$ cat src/design/hprl_pkg.sv
`default_nettype none
package hprl_pkg;

	localparam int SUB_DEPTH = 1024;
	localparam int SRC_DEPTH = 8192;
	localparam int SUB_AW = (SUB_DEPTH > 1) ? $clog2(SUB_DEPTH) : 1;
	localparam int SRC_AW = (SRC_DEPTH > 1) ? $clog2(SRC_DEPTH) : 1;
	localparam int SUB_FW = SUB_AW + 1;
	localparam int SRC_FW = SRC_AW + 1;
	localparam int IDX_W = (SUB_FW > SRC_FW) ? SUB_FW : SRC_FW;

	localparam int RATE_W = 30;
	localparam int DIV_CW = $clog2(RATE_W);

	localparam logic [63:0] WINDOW_NS = 64'd1000000000;
	localparam logic [RATE_W-1:0] DIVIDEND = RATE_W'(1000000000);
	localparam logic [31:0] SUBNET_MASK = 32'hFFFFFF00;
	localparam logic [31:0] RST_GLOBAL_LIMIT = 32'd50000;
	localparam logic [31:0] RST_SUBNET_LIMIT = 32'd5000;
	localparam logic [RATE_W-1:0] RST_IP_RATE = RATE_W'(1000);

	localparam logic [1:0] CFG_GLOBAL = 2'd0;
	localparam logic [1:0] CFG_SUBNET = 2'd1;
	localparam logic [1:0] CFG_RATE = 2'd2;

	typedef enum logic [1:0] {
		RSN_PASS = 2'd0,
		RSN_GLOBAL = 2'd1,
		RSN_SUBNET = 2'd2,
		RSN_SOURCE = 2'd3
	} reason_t;

	typedef enum logic [2:0] {
		ST_IDLE,
		ST_GLOBAL,
		ST_SCAN,
		ST_SUB_UPD,
		ST_SRC_WAIT,
		ST_SRC_UPD
	} state_t;

	typedef enum logic {
		TBL_SUB,
		TBL_SRC
	} tbl_t;

	typedef struct packed {
		logic [23:0] key;
		logic [31:0] count;
		logic [63:0] start;
		logic [63:0] stamp;
	} sub_entry_t;

	typedef struct packed {
		logic [31:0] addr;
		logic [63:0] last;
		logic [63:0] stamp;
	} src_entry_t;

	localparam int SUB_EW = $bits(sub_entry_t);
	localparam int SRC_EW = $bits(src_entry_t);

endpackage
`default_nettype wire

$ cat src/design/hprl_div.sv
`default_nettype none
module hprl_div import hprl_pkg::*; (
	input wire logic clk,
	input wire logic arst_n,
	input wire logic start,
	input wire logic [RATE_W-1:0] divisor,
	output logic [RATE_W-1:0] quot,
	output logic valid
);

	logic [RATE_W-1:0] rem_q;
	logic [RATE_W-1:0] quot_q;
	logic [RATE_W-1:0] den_q;
	logic [DIV_CW-1:0] cnt_q;
	logic run_q;
	logic valid_q;

	logic [RATE_W:0] trial;
	logic [RATE_W:0] trial_sub;
	logic take;

	assign trial = {rem_q, quot_q[RATE_W-1]};
	assign take = trial >= {1'b0, den_q};
	assign trial_sub = trial - {1'b0, den_q};

	always_ff @(posedge clk or negedge arst_n) begin
		if (!arst_n) begin
			run_q <= 1'b0;
			valid_q <= 1'b0;
			cnt_q <= '0;
		end else if (start) begin
			run_q <= 1'b1;
			valid_q <= 1'b0;
			cnt_q <= '0;
		end else if (run_q) begin
			cnt_q <= cnt_q + 1'b1;
			if (cnt_q == DIV_CW'(RATE_W - 1)) begin
				run_q <= 1'b0;
				valid_q <= 1'b1;
			end
		end
	end

	always_ff @(posedge clk) begin
		if (start) begin
			rem_q <= '0;
			quot_q <= DIVIDEND;
			den_q <= (divisor == '0) ? RATE_W'(1) : divisor;
		end else if (run_q) begin
			rem_q <= take ? trial_sub[RATE_W-1:0] : trial[RATE_W-1:0];
			quot_q <= {quot_q[RATE_W-2:0], take};
		end
	end

	assign quot = quot_q;
	assign valid = valid_q;

endmodule
`default_nettype wire

$ cat config.mk
export PLATFORM = sky130hd
export DESIGN_NAME = hprl_div
export DESIGN_NICKNAME = d
export VERILOG_FILES = /design/src/design/hprl_pkg.sv /design/src/design/hprl_div.sv
export SDC_FILE = /design/constraint.sdc
export NUM_CORES = 1
export LEC_CHECK = 0
export BUFFER_PORTS_ARGS = -buffer_cell sky130_fd_sc_hd__buf_2
export CORE_MARGIN = 10
export CORE_UTILIZATION = 50
export CTS_CLUSTER_SIZE = 28
export DETAILED_ROUTE_END_ITERATION = 8
export PLACE_DENSITY_LB_ADDON = 0.05
export SETUP_SLACK_MARGIN = 0.5
export SYNTH_ARGS = -nofsm -noshare
export SYNTH_HDL_FRONTEND = slang
export SYNTH_SLANG_ARGS = --single-unit
$ cat constraint.sdc
create_clock -name clk -period 6.8 [get_ports clk]
set_input_delay 1.36 -clock clk [delete_from_list [all_inputs] [get_ports clk]]
set_output_delay 1.36 -clock clk [all_outputs]
set_load 0.1 [all_outputs]
Word-level counts from Yosys, hierarchy flattened
Index checks and enable logic that the tools add are counted.
{"block": "op_classes", "n_lt_le_gt_ge": 1, "addsub": 2, "reduce_logical": 4, "mux": 9, "eq_ne": 1}
{"cell": "$ge A31 B30 Y1", "n": 1}
{"cell": "$logic_not A30 Y1", "n": 1}
{"cell": "$mux W30", "n": 1}
{"cell": "$sub A30 B30 Y30", "n": 1}
{"cell": "$mux W5", "n": 2}
{"cell": "$mux W1", "n": 6}
{"cell": "$add A5 B1 Y5 const B", "n": 1}
{"cell": "$eq A5 B5 Y1 const B", "n": 1}
{"cell": "$reduce_bool A2 Y1", "n": 2}
{"cell": "$reduce_and A2 Y1", "n": 1}
{"block": "word_totals", "out_inout_bits": 31, "in_bits": 33, "wordCells": 23, "ff_bits": 97}

Longest topological paths before layout
{"block": "logic_depth", "ltp_word": 4, "ltp_mapped": 14, "mapped_depth_nobuf": 12}

Worst setup path before layout
Ideal clock, no wire load.
{"block": "synth_path", "kind": "flip-flop to flip-flop", "start": "reg quot_q[29], in the netlist quot[29]", "end": "reg rem_q[26]", "stages_incl_launch_ff": 13, "required_ns": 6.719, "path_slack_ns": 3.408, "period_less_slack_ns": 3.392, "setup_ns": 0.081, "t_arrival_ns": 3.312, "path_buffers": 0, "cell_sequence": "dfxtp_1 -> inv_1 -> ha_1 -> fa_1 -> and2b_1 -> o31a_1 -> o21a_1 -> o21bai_2 -> a22o_4 -> o21ai_1 -> a31oi_1 -> or3_1 -> a41oi_1"}
{"block": "synth_via", "elab_chain_len": 2, "word_cells_on_any_way": 3, "cone_classes": "add/sub: 1; order compare: 1; mux: 1"}
{"element": "from (decl)", "line": "hprl_div.sv:12", "source": "logic [RATE_W-1:0] quot_q;"}
{"element": "from (signal assigned)", "line": "hprl_div.sv:51", "source": "quot_q <= {quot_q[RATE_W-2:0], take};"}
{"element": "$sub A30 B30 Y30 / $ge A31 B30 Y1 (equally long branches)", "line": "hprl_div.sv:24, hprl_div.sv:23"}
{"element": "$mux W30 *", "line": "hprl_div.sv:50", "source": "rem_q <= take ? trial_sub[RATE_W-1:0] : trial[RATE_W-1:0];"}
{"element": "to (signal assigned)", "line": "hprl_div.sv:50"}
{"element": "to (decl)", "line": "hprl_div.sv:11", "source": "logic [RATE_W-1:0] rem_q;"}
Every way passes the cells marked *; elsewhere a longest branch is shown, timed or not.
A chain may end at the register's enable or synchronous reset.

Final worst setup path
{"block": "layout_path", "start": "reg den_q[12]", "end": "reg rem_q[20]"}
{"block": "layout_via", "elab_chain_len": 2, "word_cells_on_any_way": 3, "cone_classes": "add/sub: 1; order compare: 1; mux: 1"}
{"element": "from (decl)", "line": "hprl_div.sv:13", "source": "logic [RATE_W-1:0] den_q;"}
{"element": "from (signal assigned)", "line": "hprl_div.sv:48", "source": "den_q <= (divisor == '0) ? RATE_W'(1) : divisor;"}
{"element": "$sub A30 B30 Y30 / $ge A31 B30 Y1 (equally long branches)", "line": "hprl_div.sv:24, hprl_div.sv:23"}
{"element": "$mux W30 *", "line": "hprl_div.sv:50"}
Marks and branches as above.

==> results.json <==
{
  "drv.max_cap_violation_count": 0,
  "crit_end_element": "flop",
  "p_total_mw": 1.28,
  "final-max-slew-violation-count": 0,
  "detail_route.wirelength_um": 12600,
  "grt_setup_unrepaired": "false",
  "synth.yosys.warnings": 0,
  "synthCells": 626,
  "synth_flop_cell": "dfxtp_1",
  "first_global_vias": 4254,
  "min_period_ns": 3.49,
  "placed_cell_areas_um2": 5800,
  "final_layout_size_suffix_gt1_share_pct": 14.2,
  "layout_commonest_cell": "nor2_1",
  "cell_breakdown_of_the_critical_path": "inv_1, ha_1, a21o_1, a21o_1, a2111oi_4, a211oi_2, o2bb2ai_4, inv_2, and2_0, mux2i_1, a211oi_1",
  "worst_ir_drop_vdd_uv": 139,
  "stdcell_count": 788,
  "first_pass_grt_wire_length_um": 20600,
  "worst_path_largest_cell_delay_ns": 0.93,
  "highest_attainable_clock_frequency_ghz": 0.287,
  "synth_edf_count": 30,
  "hpwlAfterDp_um": 8960,
  "synth.distinct_cells": 57,
  "cts-buffers-inserted": 9,
  "final.period_utilization_pct": 51.3,
  "timing_worst_slew_pin_value_ns": 1.19,
  "layout.nets": 709,
  "fp.dieArea_um2": 15700,
  "vias_per_cell": 5.49,
  "pre_cts_slack_ns": 3.20,
  "synthesis.area_um2": 5520,
  "r2r_slack_ns": 3.31,
  "globalplace.congestion": 0.901,
  "syn_area_per_cell_um2": 8.82,
  "path_class": "reg -> reg",
  "gr-total-overflow": 0,
  "postSynthNetCount": 692,
  "worst_skew_pair.late_latency_ns": 0.38,
  "port-buffer-count": 63,
  "cp.buffers_inverters": 2,
  "cpMostUsedCell": "a21o_1",
  "clk_root_buffer_cell": "clkbuf_8",
  "die_w_um": 125,
  "remaining_drc_errors": 0,
  "synth_sequential_area_ratio_pct": 41.2,
  "cts_repair_resize_count": 0,
  "worst_slack_ns": 3.31,
  "insertedDiodeCount": 0,
  "status": "finished, final reports clean",
  "post_cts_hold_buffer_count": 0,
  "cts_post_setup_buffers_inserted": 0,
  "drt_first_iter_violations": 246,
  "crit_arrival_ns": 3.71,
  "hold_slack_ns": 0.508,
  "slew_headroom_pct": 20.2,
  "grt_max_degree": 85,
  "synth_async_sr_flop_share_pct": 7.22,
  "type_of_element_launching_the_critical_path": "flop",
  "fin_tns_setup_ns": 0,
  "cts_max_path_buffers": 2,
  "syn2layout_area_growth_pct": 9.42,
  "design_area_um2": 6040,
  "numPlacedInstances": 772,
  "floorplan.die.height_um": 125,
  "final_hold_viol_count": 0,
  "ios": 64,
  "design.core.area_um2": 10800,
  "vias": 4324,
  "holdCritPathClass": "reg -> reg",
  "antenna_violating_nets_post_route": 0,
  "setup_skew_after_layout_ns": 0.0101,
  "grt.total_usage_pct": 15.6,
  "placement_rows": 38,
  "initial_utilization_pct": 51.0,
  "grt_antenna_before_repair": 0,
  "worst-path-max-fanout": 53,
  "drtPass1Iterations": 5,
  "powerDensity_nw_per_um2": 211,
  "critical_path_required_ns": 7.02,
  "report.final.setup_viol": 0,
  "layout.core_utilization_pct": 55.8,
  "avgRoutedWirePerCell_um": 16.0,
  "clk_transition_reported_paths_ns": 0.10,
  "htree_levels": 3,
  "path_delay_family": "compound AO/OA/AOI/OAI gates",
  "crit_slowest_cell": "o2bb2ai_4",
  "layout_common_cells": "76 x nor2_1, 63 x buf_2, 60 x dfxtp_1",
  "power.static_leakage_nw": 2.92,
  "cts_tree": "built",
  "yosys_register_bits": 97,
  "numClockSinks": 97
}
==> synthesized netlist by cell type (11+ instances only) <==
cell / instances / area (µm²)
nor2_1: 76 / 285
dfxtp_1: 60 / 1200
a21oi_1: 50 / 250
clkbuf_1: 46 / 173
nand2_1: 46 / 173
inv_1: 37 / 139
mux2i_1: 35 / 350
ha_1: 32 / 400
edfxtp_1: 30 / 901
a211oi_1: 18 / 135
a21o_1: 14 / 105
nor3_1: 13 / 65.1
o21ai_0: 13 / 65.1
nand4_1: 12 / 75.1
xnor2_1: 12 / 105
o21ai_1: 11 / 55.1
==> final cells by class <==
| cell class | instances | area (µm²) |
|---|---|---|
| multi-input cells | 433 | 2880 |
| inverters | 38 | 143 |
| fillers | 1022 | 4800 |
| well taps | 140 | 175 |
| clock buffers | 12 | 166 |
| clock inverters | 4 | 80.1 |
| repair buffers | 64 | 323 |
| flip-flops and latches | 97 | 2280 |
==> worst register-to-register path, delay by kind of cell (launching register included) <==
kind,cells,cell delay (ns)
muxes,1,0.13
adders and majority gates,1,0.34
buffers and inverters,2,0.30
DFF,1,0.34
and+or+nand+nor,1,0.25
AOI/OAI and AO/OA,6,1.98
==> cell families (layout without fill, tap and decap cells) <==
group           Yosys count  count (layout)  share of synthesized area [%]
simple gates            192             192                           16.0
compound gates          152             152                           18.8
flops                    97              97                           41.2
buf+inv                  96             118                           6.70
mux                      35              35                           6.34
fa+ha+maj                33              33                           7.61
xor+xnor                 21              21                           3.33
==> final timing paths <==
path,startpoint,endpoint,cells past startpoint
worst min register to register,rem_q[7]$_SDFFE_PP0P_,rem_q[7]$_SDFFE_PP0P_,2
worst min-delay path,rem_q[7]$_SDFFE_PP0P_,rem_q[7]$_SDFFE_PP0P_,2
max in group asynchronous,arst_n,run_q$_DFF_PN0_,1
min in group asynchronous,arst_n,cnt_q[3]$_DFFE_PN0P_,1
worst max-delay path,den_q[12]$_SDFFCE_PN0P_,rem_q[20]$_SDFFE_PP0P_,11
worst max register to register,den_q[12]$_SDFFCE_PN0P_,rem_q[20]$_SDFFE_PP0P_,11
==> where the power goes <==
part / switching (mW) / internal [mW]
logic: 0.130 / 0.0513
clock network: 0.215 / 0.244
registers: 0.0128 / 0.623
total: 0.358 / 0.918
==> sequential cells by signal, indices dropped and copies added, names as in the netlist <==
name	cells
cnt_q	5
den_q	30
quot	30
rem_q	30
run_q	1
valid	1
==> routing by layer <==
layer	GRT usage (%)	wire (µm)
met5	0	0
met4	4.20	155
met3	4.60	599
met2	24.2	5690
met1	20.6	6180
Power figures use the tool's default switching activity.
