**src/design/hprl_ram.sv**
```systemverilog
`default_nettype none
module hprl_ram #(
	parameter int DEPTH = 2,
	parameter int WIDTH = 8,
	localparam int AW = (DEPTH > 1) ? $clog2(DEPTH) : 1
) (
	input wire logic clk,
	input wire logic we,
	input wire logic [AW-1:0] waddr,
	input wire logic [WIDTH-1:0] wdata,
	input wire logic re,
	input wire logic [AW-1:0] raddr,
	output logic [WIDTH-1:0] rdata
);

	logic [WIDTH-1:0] mem [DEPTH];

	always_ff @(posedge clk) begin
		if (we) begin
			mem[waddr] <= wdata;
		end
	end

	always_ff @(posedge clk) begin
		if (re) begin
			rdata <= mem[raddr];
		end
	end

endmodule
`default_nettype wire

```
**config.mk**
```make
export PLATFORM = sky130hd
export DESIGN_NAME = hprl_ram
export DESIGN_NICKNAME = d
export VERILOG_FILES = /design/src/design/hprl_ram.sv
export SDC_FILE = /design/constraint.sdc
export NUM_CORES = 1
export LEC_CHECK = 0
export ABC_AREA = 1
export ABC_CLOCK_PERIOD_IN_PS = 1300
export BUFFER_PORTS_ARGS = -buffer_cell sky130_fd_sc_hd__buf_4
export CAP_MARGIN = 20
export CELL_PAD_IN_SITES_DETAIL_PLACEMENT = 0
export CELL_PAD_IN_SITES_GLOBAL_PLACEMENT = 1
export CORE_MARGIN = 1.5
export CORE_UTILIZATION = 36
export DETAILED_ROUTE_END_ITERATION = 16
export PLACE_DENSITY = 0.74
export SETUP_SLACK_MARGIN = 0.05
export SYNTH_ARGS = -nofsm -noshare
export SYNTH_HDL_FRONTEND = slang
export SYNTH_SLANG_ARGS = --single-unit
export TNS_END_PERCENT = 1
```
**constraint.sdc**
```tcl
create_clock -name clk -period 1.3 [get_ports clk]
set_clock_uncertainty 0.15 [all_clocks]
set_input_delay 0.065 -clock clk [delete_from_list [all_inputs] [get_ports clk]]
set_output_delay 0.065 -clock clk [all_outputs]
set_load 0.02 [all_outputs]
```
Yosys cells after proc, flatten, opt, wreduce, memory -nomap -nowiden
Memories as Yosys holds them, arrays and structs flattened. A register that Yosys moved wholly into a read port is not among the register bits.
Cells that the tools add are included.

operators by class
  mux-type cells = 2

operators by type and width
  operator          number
  1-bit 2-to-1 mux  2

storage, ports and cells
  register bits after elaboration = 0
  RAM bits = 16
  output and inout port bits = 8
  logic and storage cells = 3
  memories = 1

memories
  memory  depth  bits a word  read ports  clocked after Yosys merged registers in  wr ports  RTL line  RTL
  mem     2      8            1           1                                        1         16        logic [WIDTH-1:0] mem [DEPTH];

Longest topological paths before layout
Gate-level depths: netlist (run 1).

  word-level depth = 2
  mapped depth = 4
  gate-level depth less buffers = 3

Least setup slack after synthesis (run 1)
OpenSTA, ideal clock, no wires.

  kind = input port to flip-flop
  start = in we
  end = mem mem[0][0], enable pin
  arrival time = 0.454 ns
  data required time = 0.779 ns
  slack = 0.325 ns
  stages on the path = 2
  buffers on the path = 0
  path through = inv_1 > nor2_1

on the way
  longest elaborated chain between the ends = 2

RTL lines
  what                                    RTL line  RTL
  start, declared                         8         input wire logic we,
  1-bit 2-to-1 mux                        19        if (we) begin
  1-bit 2-to-1 mux (not written as such)  20        mem[waddr] <= wdata;
  end, declared                           16

Every way passes these cells.

Worst setup path in the final report (run 1)
  start = reg rdata[1], read port of mem
  end = out rdata[1]

RTL lines
  what             RTL line  RTL
  start, declared  13        output logic [WIDTH-1:0] rdata

No word-level cell between the ends.

==> results of run 1 <==
through the flow:
step | cell area [µm²] | setup WS [ns] | hold slack, ns | instances
after detailed placement | 1022 | 0.3745 | 0.1044 | 102
after CTS | 1175 | 0.2118 | 0.04153 | 116
final | 1175 | 0.2392 | 0.05539 | 116
after global routing | 1175 | 0.1886 | 0.05170 | 116
after floorplan | 840.8 | 0.3251 | 0.01387 | 54
after global placement | 1022 | 0.4109 | 0.1039 | 102
sequential cells by signal, summed over array words and instances, names as in the netlist:
register,flops
mem,16
rdata,8
power groups by stage:
stage / Clock (W) / Sequential (W) / Combinational (W)
finish: 0.000512 / 0.000924 / 0.000149
global route: 0.000559 / 0.000930 / 0.000163
CTS: 0.000531 / 0.000925 / 0.000150
detailed placement: 0 / 0.000944 / 0.000126
global placement: 0 / 0.000942 / 0.000125
floorplan: 0 / 0.000965 / 0.0000356
layout by cell type, fill, tap and decap left out:
cell / count
buf_4: 21
bufinv_16: 1
clkbuf_4: 3
dlygate4sd3_1: 10
edfxtp_1: 24
inv_1: 2
inv_2: 1
nand2_1: 25
nor2_1: 1
worst max-delay path by stage:
stage	endpoint	cells past startpoint	slack [ns]	from
detailed placement	mem[1][0]	3	0.37	waddr
floorplan	mem[0][0]	2	0.33	we
global route	rdata[6]	1	0.19	rdata[6]
global placement	mem[0][6]	3	0.41	waddr
CTS	rdata[6]	1	0.21	rdata[6]
finish	rdata[1]	1	0.24	rdata[1]
cell type report:
class                      instances  area [µm²]
timing repair buffer              31       257.7
clock buffer                       3       22.52
tap                               28       35.03
sequential                        24       720.7
fill                             198        1037
inverter                           3       11.26
multi-input combinational         26       97.59
clock inverter                     1       30.03
logic make-up after synthesis:
| kind of cell | count (synthesis) |
|---|---|
| flops | 24 |
| simple gates | 26 |
| buf+inv | 4 |
routing by layer:
metal | share of wire [%] | track usage (%)
met2 | 48 | 15.37
met4 | 1.5 | 6.579
met1 | 45 | 10.55
met5 | 0 | 0
met3 | 5.3 | 1.754
repair_timing:
item                      in CTS  in global routing
hold endpoints to repair      32                  0
setup buffers                  0                  0
hold buffers                  10                  0
==> summary.md, run 1 <==
| Metric | Value |
|---|---|
| Syn Area/Cell | `15.57 µm²` |
| Clock Latency Late Sink | `about 0.30 ns` |
| First-pass GRT wire length | `between 1500 and 2000 µm` |
| Sw Share | `~18%` |
| Reg2Reg Capture Point | `rdata[3]` |
| Post-DP HPWL | `about 770 µm` |
| Final setup vio count | `0` |
| Synth Instances | `between 50 and 60` |
| Yosys reg bits | `24` |
| Post-route ant nets | `0` |
| Slew headroom | `79.32%` |
| DRT Pass-1 Iters | `3` |
| Logic pwr share | `9.4%` |
| Overflow after GRT | `0` |
| Row count | `17` |
| Setup TNS | `0 ns` |
| Final Core Density | `53.11%` |
| Die Area | `between 2000 and 3000 µm²` |
| Post-synth EDFFs | `24` |
| Initial antenna violation count | `0` |
| Synth top cells by count | `nand2_1, edfxtp_1, inv_1` |
| Worst path bufs/invs | `1` |
| Adder-Cell Fraction of Synth Area | `0%` |
| I/O Pins | `21` |
| Gpl congestion | `0.7113` |
| Post-detailed-route DRC marker count | `0` |
| Layout Nets | `between 100 and 150` |
| Power, Total | `between 0.0015 and 0.002 W` |
| Final Hold Fails | `0` |
| Fmax | `about 0.94 GHz` |
| Main combinational cell family by area after synthesis | `simple AND/OR/NAND/NOR gates` |
| Wirelength per Cell | `9.276 µm` |
| Crit path max-delay family | `flip-flops` |
| Clock Path Buffers | `2` |
| WHS Endpoint | `mem[0][7]` |
| CTS Buf Count | `3` |
| Distinct cell type count after synthesis | `6` |
| Core area | `between 2000 and 2500 µm²` |
| Status | `completed` |
| CP arrival | `around 0.85 ns` |
| Reg2Reg Setup Slack | `0.41 ns` |
| Yosys top cell by area | `edfxtp_1` |
| Mux cell area share after synthesis | `0%` |
| Internal power | `around 0.0013 W` |
| WHS Path Cells | `3` |
| Critical path class | `flop to output port` |
| Critical Path Max Stage Delay | `roughly 0.38 ns` |
| XOR/XNOR Fraction of Synth Area | `0%` |
| Sequential power share | `between 50% and 60%` |
| Total GRT Usage | `a little under a tenth` |
| Area delta synth->final | `39.73%` |
| Critical-path cell list | `buf_4` |
| Min Tclk post-route | `around 1.1 ns` |
| Seq/Total Area, Yosys | `between 80% and 90%` |
| Clk pwr share | `between 30% and 40%` |
| Top-area cell type share of the netlist area | `a little under nine tenths` |
| Initial core utilization | `between 30% and 40%` |
| R2R depth | `2` |
| Main area contributors after synthesis | `edfxtp_1, nand2_1, buf_6` |
| Chip width | `between 50 and 60 µm` |
| DR iter-0 viols | `4` |
| P_sw | `between 0.0002 and 0.0003 W` |
| Unrepaired setup endpoints after global routing | `false` |
| CTS Root Cell | `clkbuf_4` |
| Simple-gate portion of the synthesized area | `11.61%` |
| Startpoint type of the worst setup path | `flop` |
| Die height | `51.33 µm` |
| Clock-pin slew on the worst setup and hold paths | `approximately 0.12 ns` |
| Worst reg2reg path startpoint | `mem[1][3]` |
| Max_cap viols | `0` |
| Asr flop ratio synth | `0%` |
| Syn Std Cell Area | `about 840 µm²` |
| Critical-path maximum fanout | `1` |
| Share of cells above drive strength 1 | `around 30%` |
| Compound-Gate Fraction of Synth Area | `0%` |
| IO Port Bufs | `20` |
| Crit path capture type | `output port` |
| Leakage | `roughly 0.5 nW` |
| Post-CTS Resized | `0` |
| CTS tree | `built` |
| Mapped Nets | `between 60 and 70` |
| Vias/cell | `4.086` |
| Worst hold start | `waddr` |
| Peak VDD IR | `0.7708 mV` |
| Routed WL | `~1100 µm` |
| Synth Flop Type | `edfxtp_1` |
| Diodes inserted | `0` |
| Hold Path Class | `primary input to flop` |
| Pins Over Slew Limit | `0` |
| Num Clock Sinks | `24` |
| Ys Warns | `0` |
| H-Tree Depth | `1` |
| Vias in the first global route | `approximately 420` |
| Tcrit/Tclk final | `81.60%` |
| Pwr dens | `between 1000 and 1500 nW/µm²` |
| Worst path slowest cell | `edfxtp_1` |
| Most numerous cell in the Yosys netlist | `nand2_1` |
| Worst Path Required | `about 1.1 ns` |
| Slew @ Worst Pin | `just over 0.3 ns` |
| Via Count | `between 400 and 500` |
| Largest net degree at the start of global routing | `15` |
(Power assumes the default switching activity.)
==> run 2, diff against run 1 <==
Settings changed: ABC_CLOCK_PERIOD_IN_PS 1300 to 850, PLACE_DENSITY 0.74 to 0.77.
Clock period 1.3 ns to 0.85 ns, I/O delays scaled along.
==> run 2 against run 1 <==
Against the previous run: the flow now finishes with violations (negative hold slack, negative setup slack); cell area fell by 0.85%; register-to-register slack worse by 0.46 ns; clock power down 10%; sequential cell count is the same; clock-buffer cell count is the same; critical path type unchanged; highest routed layer unchanged; via count grew 1.3%.
==> summary.md, run 2 (synthesized netlist as in run 1, its figures left out) <==
| Metric | Value |
|---|---|
| Vias in the first global route | `463 (+11%)` |
| Post-route ant nets | `0 (unchanged)` |
| Worst path bufs/invs | `1 (unchanged)` |
| Routed WL | `1166 µm (+8.4%)` |
| Layout Nets | `101 (-0.98%)` |
| Crit. Startpoint | `rdata[2]` |
| Leakage | `0.4851 nW (-1.6%)` |
| First-pass GRT wire length | `1863 µm (+9.3%)` |
| Post-DP HPWL | `861.3 µm (+12%)` |
| Crit path max-delay family | `flip-flops` |
| DR iter-0 viols | `4 (unchanged)` |
| Worst setup margin | `-0.2089 ns (-0.4481 ns)` |
| Critical Path Max Stage Delay | `0.41 ns (+0.03 ns)` |
| Fillers | `199 (+0.51%)` |
| Max_cap viols | `0 (unchanged)` |
| Hold Path Class | `primary input to flop` |
| Die Area | `2634 µm² (unchanged)` |
| Wirelength per Cell | `10.23 µm (+10%)` |
| Num Clock Sinks | `24 (unchanged)` |
| IO Port Bufs | `20 (unchanged)` |
| CP arrival | `0.87 ns (+0.02 ns)` |
| Fin cells | `114 (-1.7%)` |
| Tcrit/Tclk final | `124.6%` |
| Most common cell after layout, fill and taps aside | `nand2_1` |
| DRT Pass-1 Iters | `2 (-1)` |
| Peak VDD IR | `1.124 mV (+46%)` |
| Post-detailed-route DRC marker count | `0 (unchanged)` |
| Power, Total | `0.002123 W (+34%)` |
| # hold bufs at CTS | `8 (-2)` |
| Area delta synth->final | `38.54%` |
| Clock Path Buffers | `2 (unchanged)` |
| Hold WS | `-0.1469 ns (-0.2023 ns)` |
| Final Instance Area | `1165 µm² (-0.85%)` |
| Failing checks | `negative hold slack, negative setup slack` |
| Critical-path maximum fanout | `1 (unchanged)` |
| Clock Latency Late Sink | `0.30 ns (about the same)` |
| Number of flip-flops in the largest register | `16 (unchanged)` |
| Status | `finished, violations left` |
| Clock-pin slew on the worst setup and hold paths | `0.11 ns (about the same)` |
| Overflow after GRT | `0 (unchanged)` |
| Min Tclk post-route | `~1.1 ns` |
| Critical-path cell list | `buf_6` |
| H-Tree Depth | `1 (unchanged)` |
| DP Cell Count | `103 (+0.98%)` |
| Final setup vio count | `16 (+16)` |
| CTS Buf Count | `3 (unchanged)` |
| Slew headroom | `79.74% (+0.41 points)` |
| Worst Path Required | `0.66 ns (-0.43 ns)` |
| Setup Buffers After CTS | `0 (unchanged)` |
| Most frequent cells in the layout | `nand2_1, edfxtp_1, buf_4, dlygate4sd3_1, buf_6` |
| Diodes inserted | `0 (unchanged)` |
| Largest registers | `mem (16), rdata (8)` |
| Pins Over Slew Limit | `0 (unchanged)` |
| Row count | `17 (unchanged)` |
| Total GRT Usage | `10.27% (+1.1 points)` |
| Slew @ Worst Pin | `0.3036 ns (-0.006174 ns)` |
| Pwr dens | `1823 nW/µm² (+35%)` |
| Unrepaired setup endpoints after global routing | `true` |
| Final Hold Fails | `16 (+16)` |
| Vias/cell | `4.211 (+3.0%)` |
| Worst hold start | `re` |
| Fmax | `roughly 0.94 GHz` |
| Register with the most flip-flops | `mem` |
| I/O Pins | `21 (unchanged)` |
| Critical path class | `flop to output port` |
| Post-placement cell area | `1032 µm² (+0.98%)` |
| Die height | `51.33 µm (unchanged)` |
| Chip width | `51.33 µm (unchanged)` |
| Via Count | `480 (+1.3%)` |
| Worst path slowest cell | `edfxtp_1` |
| Core area | `2212 µm² (unchanged)` |
| Crit path capture type | `output port` |
| Startpoint type of the worst setup path | `flop` |
| Initial antenna violation count | `0 (unchanged)` |
| Largest net degree at the start of global routing | `13 (-2)` |
| Initial core utilization | `38.01% (unchanged)` |
| CTS Root Cell | `clkbuf_4` |
| Share of cells above drive strength 1 | `31.40% (+1.8 points)` |
| CTS tree | `built` |
| Worst reg2reg path startpoint | `mem[1][2]` |
| Gpl congestion | `0.5880 (-17%)` |
==> run 2: final cells by class <==
| type | instances | area, µm² | area share [%] |
|---|---|---|---|
| sequential | 24 | 720.7 | 61.87 |
| clock buffer | 3 | 22.52 | 1.933 |
| tap | 28 | 35.03 | 3.008 |
| multi-input combinational | 26 | 100.1 | 8.593 |
| timing repair buffer | 30 | 275.3 | 23.63 |
| inverter | 3 | 11.26 | 0.9667 |
==> run 2: timing repair <==
item / in CTS / in global routing
resized for setup: 7 / 1
endpoints found under the setup margin: 16 / 16
endpoints found under the hold margin: 32 / 16
pin swaps: 14 / 1
==> run 2: report_power, final <==
| part | leakage [nW] | internal [W] | switching [W] |
|---|---|---|---|
| sequential | 0.230 | 0.00140 | 0.0000264 |
| combinational | 0.242 | 0.000130 | 0.000111 |
| clock | 0.0138 | 0.000165 | 0.000293 |
==> run 2: worst paths after layout <==
path                                 end  slack, ns  depth (start not counted)
worst max register to register  rdata[2]      -0.05                          2
worst min-delay path            rdata[0]      -0.15                          1
worst max-delay path            rdata[2]      -0.21                          1
worst min register to register  rdata[7]       0.38                          2
==> run 2: per-layer routing <==
metal	vias up	part of all wire (%)	routed length, µm	global-route usage [%]
met5	-	0	0	0
met4	0	3.3	39	9.211
met3	5	4.4	51	1.754
met2	14	55	643	19.70
met1	211	37	433	8.772
li1	250	-	-	-
==> run 2: per-stage QoR <==
step	setup TNS, ns	utilization, %	setup slack [ns]
final	-1.687	52.66	-0.2089
after global routing	-2.322	52.66	-0.2472
after CTS	-1.839	52.49	-0.2322
after detailed placement	-0.7256	46.66	-0.06275
after global placement	-0.3219	46.66	-0.03311
after floorplan	0	-	0.01080
==> run 3, diff against run 2 <==
Settings changed: ABC_AREA 1 to default, CORE_UTILIZATION 36 to 38.
==> run 3 against run 2 <==
Against the previous run: the flow still finishes with violations (negative hold slack, negative setup slack); critical path depth stayed put; combinational power rose by 8.3%; wire length fell by 11%; sequential share of layout area decreased by 0.92 points; clock power rose by 2%; register-to-register slack worse by 0.16 ns; global-route usage down 0.89 points; critical endpoint is now rdata[1]; largest cell class unchanged; highest routed layer unchanged.
==> summary.md, run 3 <==
| Metric | Value |
|---|---|
| Gpl congestion | `0.6959 (+18%)` |
| Failing checks | `negative hold slack, negative setup slack` |
| Die height | `50.70 µm (-1.2%)` |
| Critical-path maximum fanout | `1 (unchanged)` |
| Layout Nets | `81 (-20%)` |
| Distinct cell type count after synthesis | `5 (-1)` |
| GRT busiest layer | `met2` |
| Syn Area/Cell | `24.70 µm² (+59%)` |
| Critical Path Max Stage Delay | `0.40 ns (about the same)` |
| Hold WS | `-0.1439 ns (+0.003039 ns)` |
| Area delta synth->final | `36.76%` |
| Initial core utilization | `39.85% (+1.8 points)` |
| Top-area cell type share of the netlist area | `83.36% (-2.4 points)` |
| Ys Warns | `0 (unchanged)` |
| Tcrit/Tclk final | `124.4% (-0.16 points)` |
| Setup TNS | `-2.866 ns (-1.180 ns)` |
| Setup Buffers After CTS | `0 (unchanged)` |
| Critical path class | `flop to flop` |
| DRT Pass-1 Iters | `3 (+1)` |
| CTS tree | `built` |
| Worst path bufs/invs | `0 (-1)` |
| Unrepaired setup endpoints after global routing | `true` |
| # hold bufs at CTS | `8 (unchanged)` |
| Final Hold Fails | `8 (-8)` |
| CTS Buf Count | `3 (unchanged)` |
| Power, Total | `0.002152 W (+1.3%)` |
| Startpoint type of the worst setup path | `flop` |
| Clock-pin slew on the worst setup and hold paths | `0.11 ns (about the same)` |
| Most numerous cell in the Yosys netlist | `edfxtp_1` |
| Vias/cell | `4.305 (+2.2%)` |
| Largest net degree at the start of global routing | `14 (+1)` |
| Number of flip-flops in the largest register | `16 (unchanged)` |
| Most common cell after layout, fill and taps aside | `edfxtp_1` |
| Die Area | `2570 µm² (-2.4%)` |
| Worst path slowest cell | `edfxtp_1` |
| Wirelength per Cell | `10.94 µm (+6.9%)` |
| Slew @ Worst Pin | `0.3820 ns (+0.07836 ns)` |
| Main area contributors after synthesis | `edfxtp_1, mux2_4, buf_6` |
| I/O Pins | `21 (unchanged)` |
| Post-synth EDFFs | `24 (unchanged)` |
| Met1 Use GR | `8.800% (+0.028 points)` |
| Most frequent cells in the layout | `edfxtp_1, buf_4, mux2_4, dlygate4sd3_1, buf_6` |
| Via Count | `409 (-15%)` |
| Synth top cells by count | `edfxtp_1, mux2_4, and2_1, buf_6, nor2b_1` |
| Final Core Density | `54.50% (+1.8 points)` |
| Critical-path cell list | `mux2_4` |
| First-pass GRT wire length | `1607 µm (-14%)` |
| Leakage | `0.4590 nW (-5.4%)` |
| Yosys top cell by area | `edfxtp_1` |
| Slew headroom | `74.53% (-5.2 points)` |
| Post-placement cell area | `1046 µm² (+1.3%)` |
| Clock Latency Late Sink | `0.30 ns (about the same)` |
| DR iter-0 viols | `15 (+11)` |
| Met2 usage | `16.45% (-3.2 points)` |
| CTS Root Cell | `clkbuf_4` |
| Total GRT Usage | `9.383% (-0.89 points)` |
| Asr flop ratio synth | `0% (unchanged)` |
| Worst Path Required | `0.76 ns (+0.10 ns)` |
| Synth Instances | `35 (-35%)` |
| Fin cells | `95 (-17%)` |
| Diodes inserted | `0 (unchanged)` |
| Row count | `17 (unchanged)` |
| Fillers | `172 (-14%)` |
| Max_cap viols | `0 (unchanged)` |
| Hold Path Class | `primary input to flop` |
| Final Instance Area | `1182 µm² (+1.5%)` |
| Yosys reg bits | `24 (unchanged)` |
| Initial antenna violation count | `0 (unchanged)` |
| Num Clock Sinks | `24 (unchanged)` |
| CP arrival | `0.97 ns (+0.10 ns)` |
| Crit path capture type | `flop` |
| Share of cells above drive strength 1 | `47.76% (+16 points)` |
| Peak VDD IR | `1.263 mV (+12%)` |
| Chip width | `50.70 µm (-1.2%)` |
| Syn Std Cell Area | `864.6 µm² (+2.8%)` |
| Crit path max-delay family | `flip-flops` |
| Worst setup margin | `-0.2076 ns (+0.001323 ns)` |
| Seq/Total Area, Yosys | `83.36% (-2.4 points)` |
| Pins Over Slew Limit | `0 (unchanged)` |
| Fmax | `0.9456 GHz (+0.13%)` |
| DP Cell Count | `83 (-19%)` |
| Vias in the first global route | `386 (-17%)` |
| Status | `finished, violations left` |
| Clock Path Buffers | `2 (unchanged)` |
| Synth Flop Type | `edfxtp_1` |
| Routed WL | `1039 µm (-11%)` |
| H-Tree Depth | `1 (unchanged)` |
| Post-route ant nets | `0 (unchanged)` |
| Grt met3 use | `0.8929% (-0.86 points)` |
| Mapped Nets | `48 (-28%)` |
| Core area | `2170 µm² (-1.9%)` |
| Largest registers | `mem (16), rdata (8)` |
| Post-detailed-route DRC marker count | `0 (unchanged)` |
| Final setup vio count | `16 (unchanged)` |
| Min Tclk post-route | `1.058 ns (-0.001323 ns)` |
| Register with the most flip-flops | `mem` |
| Overflow after GRT | `0 (unchanged)` |
| IO Port Bufs | `20 (unchanged)` |
| Pwr dens | `1820 nW/µm² (-0.15%)` |
-- run 3: path summary, 6_finish.rpt --
path,startpoint,end,slack (ns),cells past startpoint
worst min register to register,mem[0][7],rdata[7],0.41,1
worst min-delay path,re,rdata[5],-0.14,1
worst max register to register,mem[0][1],rdata[1],-0.21,1
worst max-delay path,mem[0][1],rdata[1],-0.21,1
-- run 3: kinds of logic after synthesis --
logic type	count (synthesis)	share of synthesized area [%]
flip-flops	24	83.36
multiplexers	8	13.89
AND/OR/NAND/NOR	2	1.448
buffers and inverters	1	1.302
-- run 3: report_power, final --
| group | internal (W) | switching [W] | total [W] |
|---|---|---|---|
| clock network | 0.000171 | 0.000297 | 0.000468 |
| logic | 0.000164 | 0.0000984 | 0.000262 |
| registers | 0.00140 | 0.0000246 | 0.00142 |
-- run 3: layer usage --
metal | vias up | share of wire [%]
li1 | 202 | -
met1 | 189 | 38
met2 | 16 | 55
met3 | 2 | 3.8
met4 | 0 | 3.1
met5 | - | 0
-- run 3: area by class of cell --
class	instances	area (µm²)	area share [%]
clock inverter	1	3.754	0.3175
multi-input combinational	10	132.6	11.22
clock buffer	3	22.52	1.905
timing repair buffer	29	267.8	22.65
sequential	24	720.7	60.95
tap	28	35.03	2.963
-- run 3: timing repair --
action,in CTS,in global routing
hold endpoints to repair,24,8
cloned,0,0
setup endpoints to repair,16,16
gates resized for setup,8,0
-- run 3: metrics by stage --
stage               hold WS (ns)  setup WS [ns]
finish                   -0.1439        -0.2076
global route             -0.1588        -0.2341
CTS                      -0.1509        -0.2145
detailed placement       0.08014        -0.2020
global placement         0.07875        -0.1594
floorplan              -0.008631        -0.1504
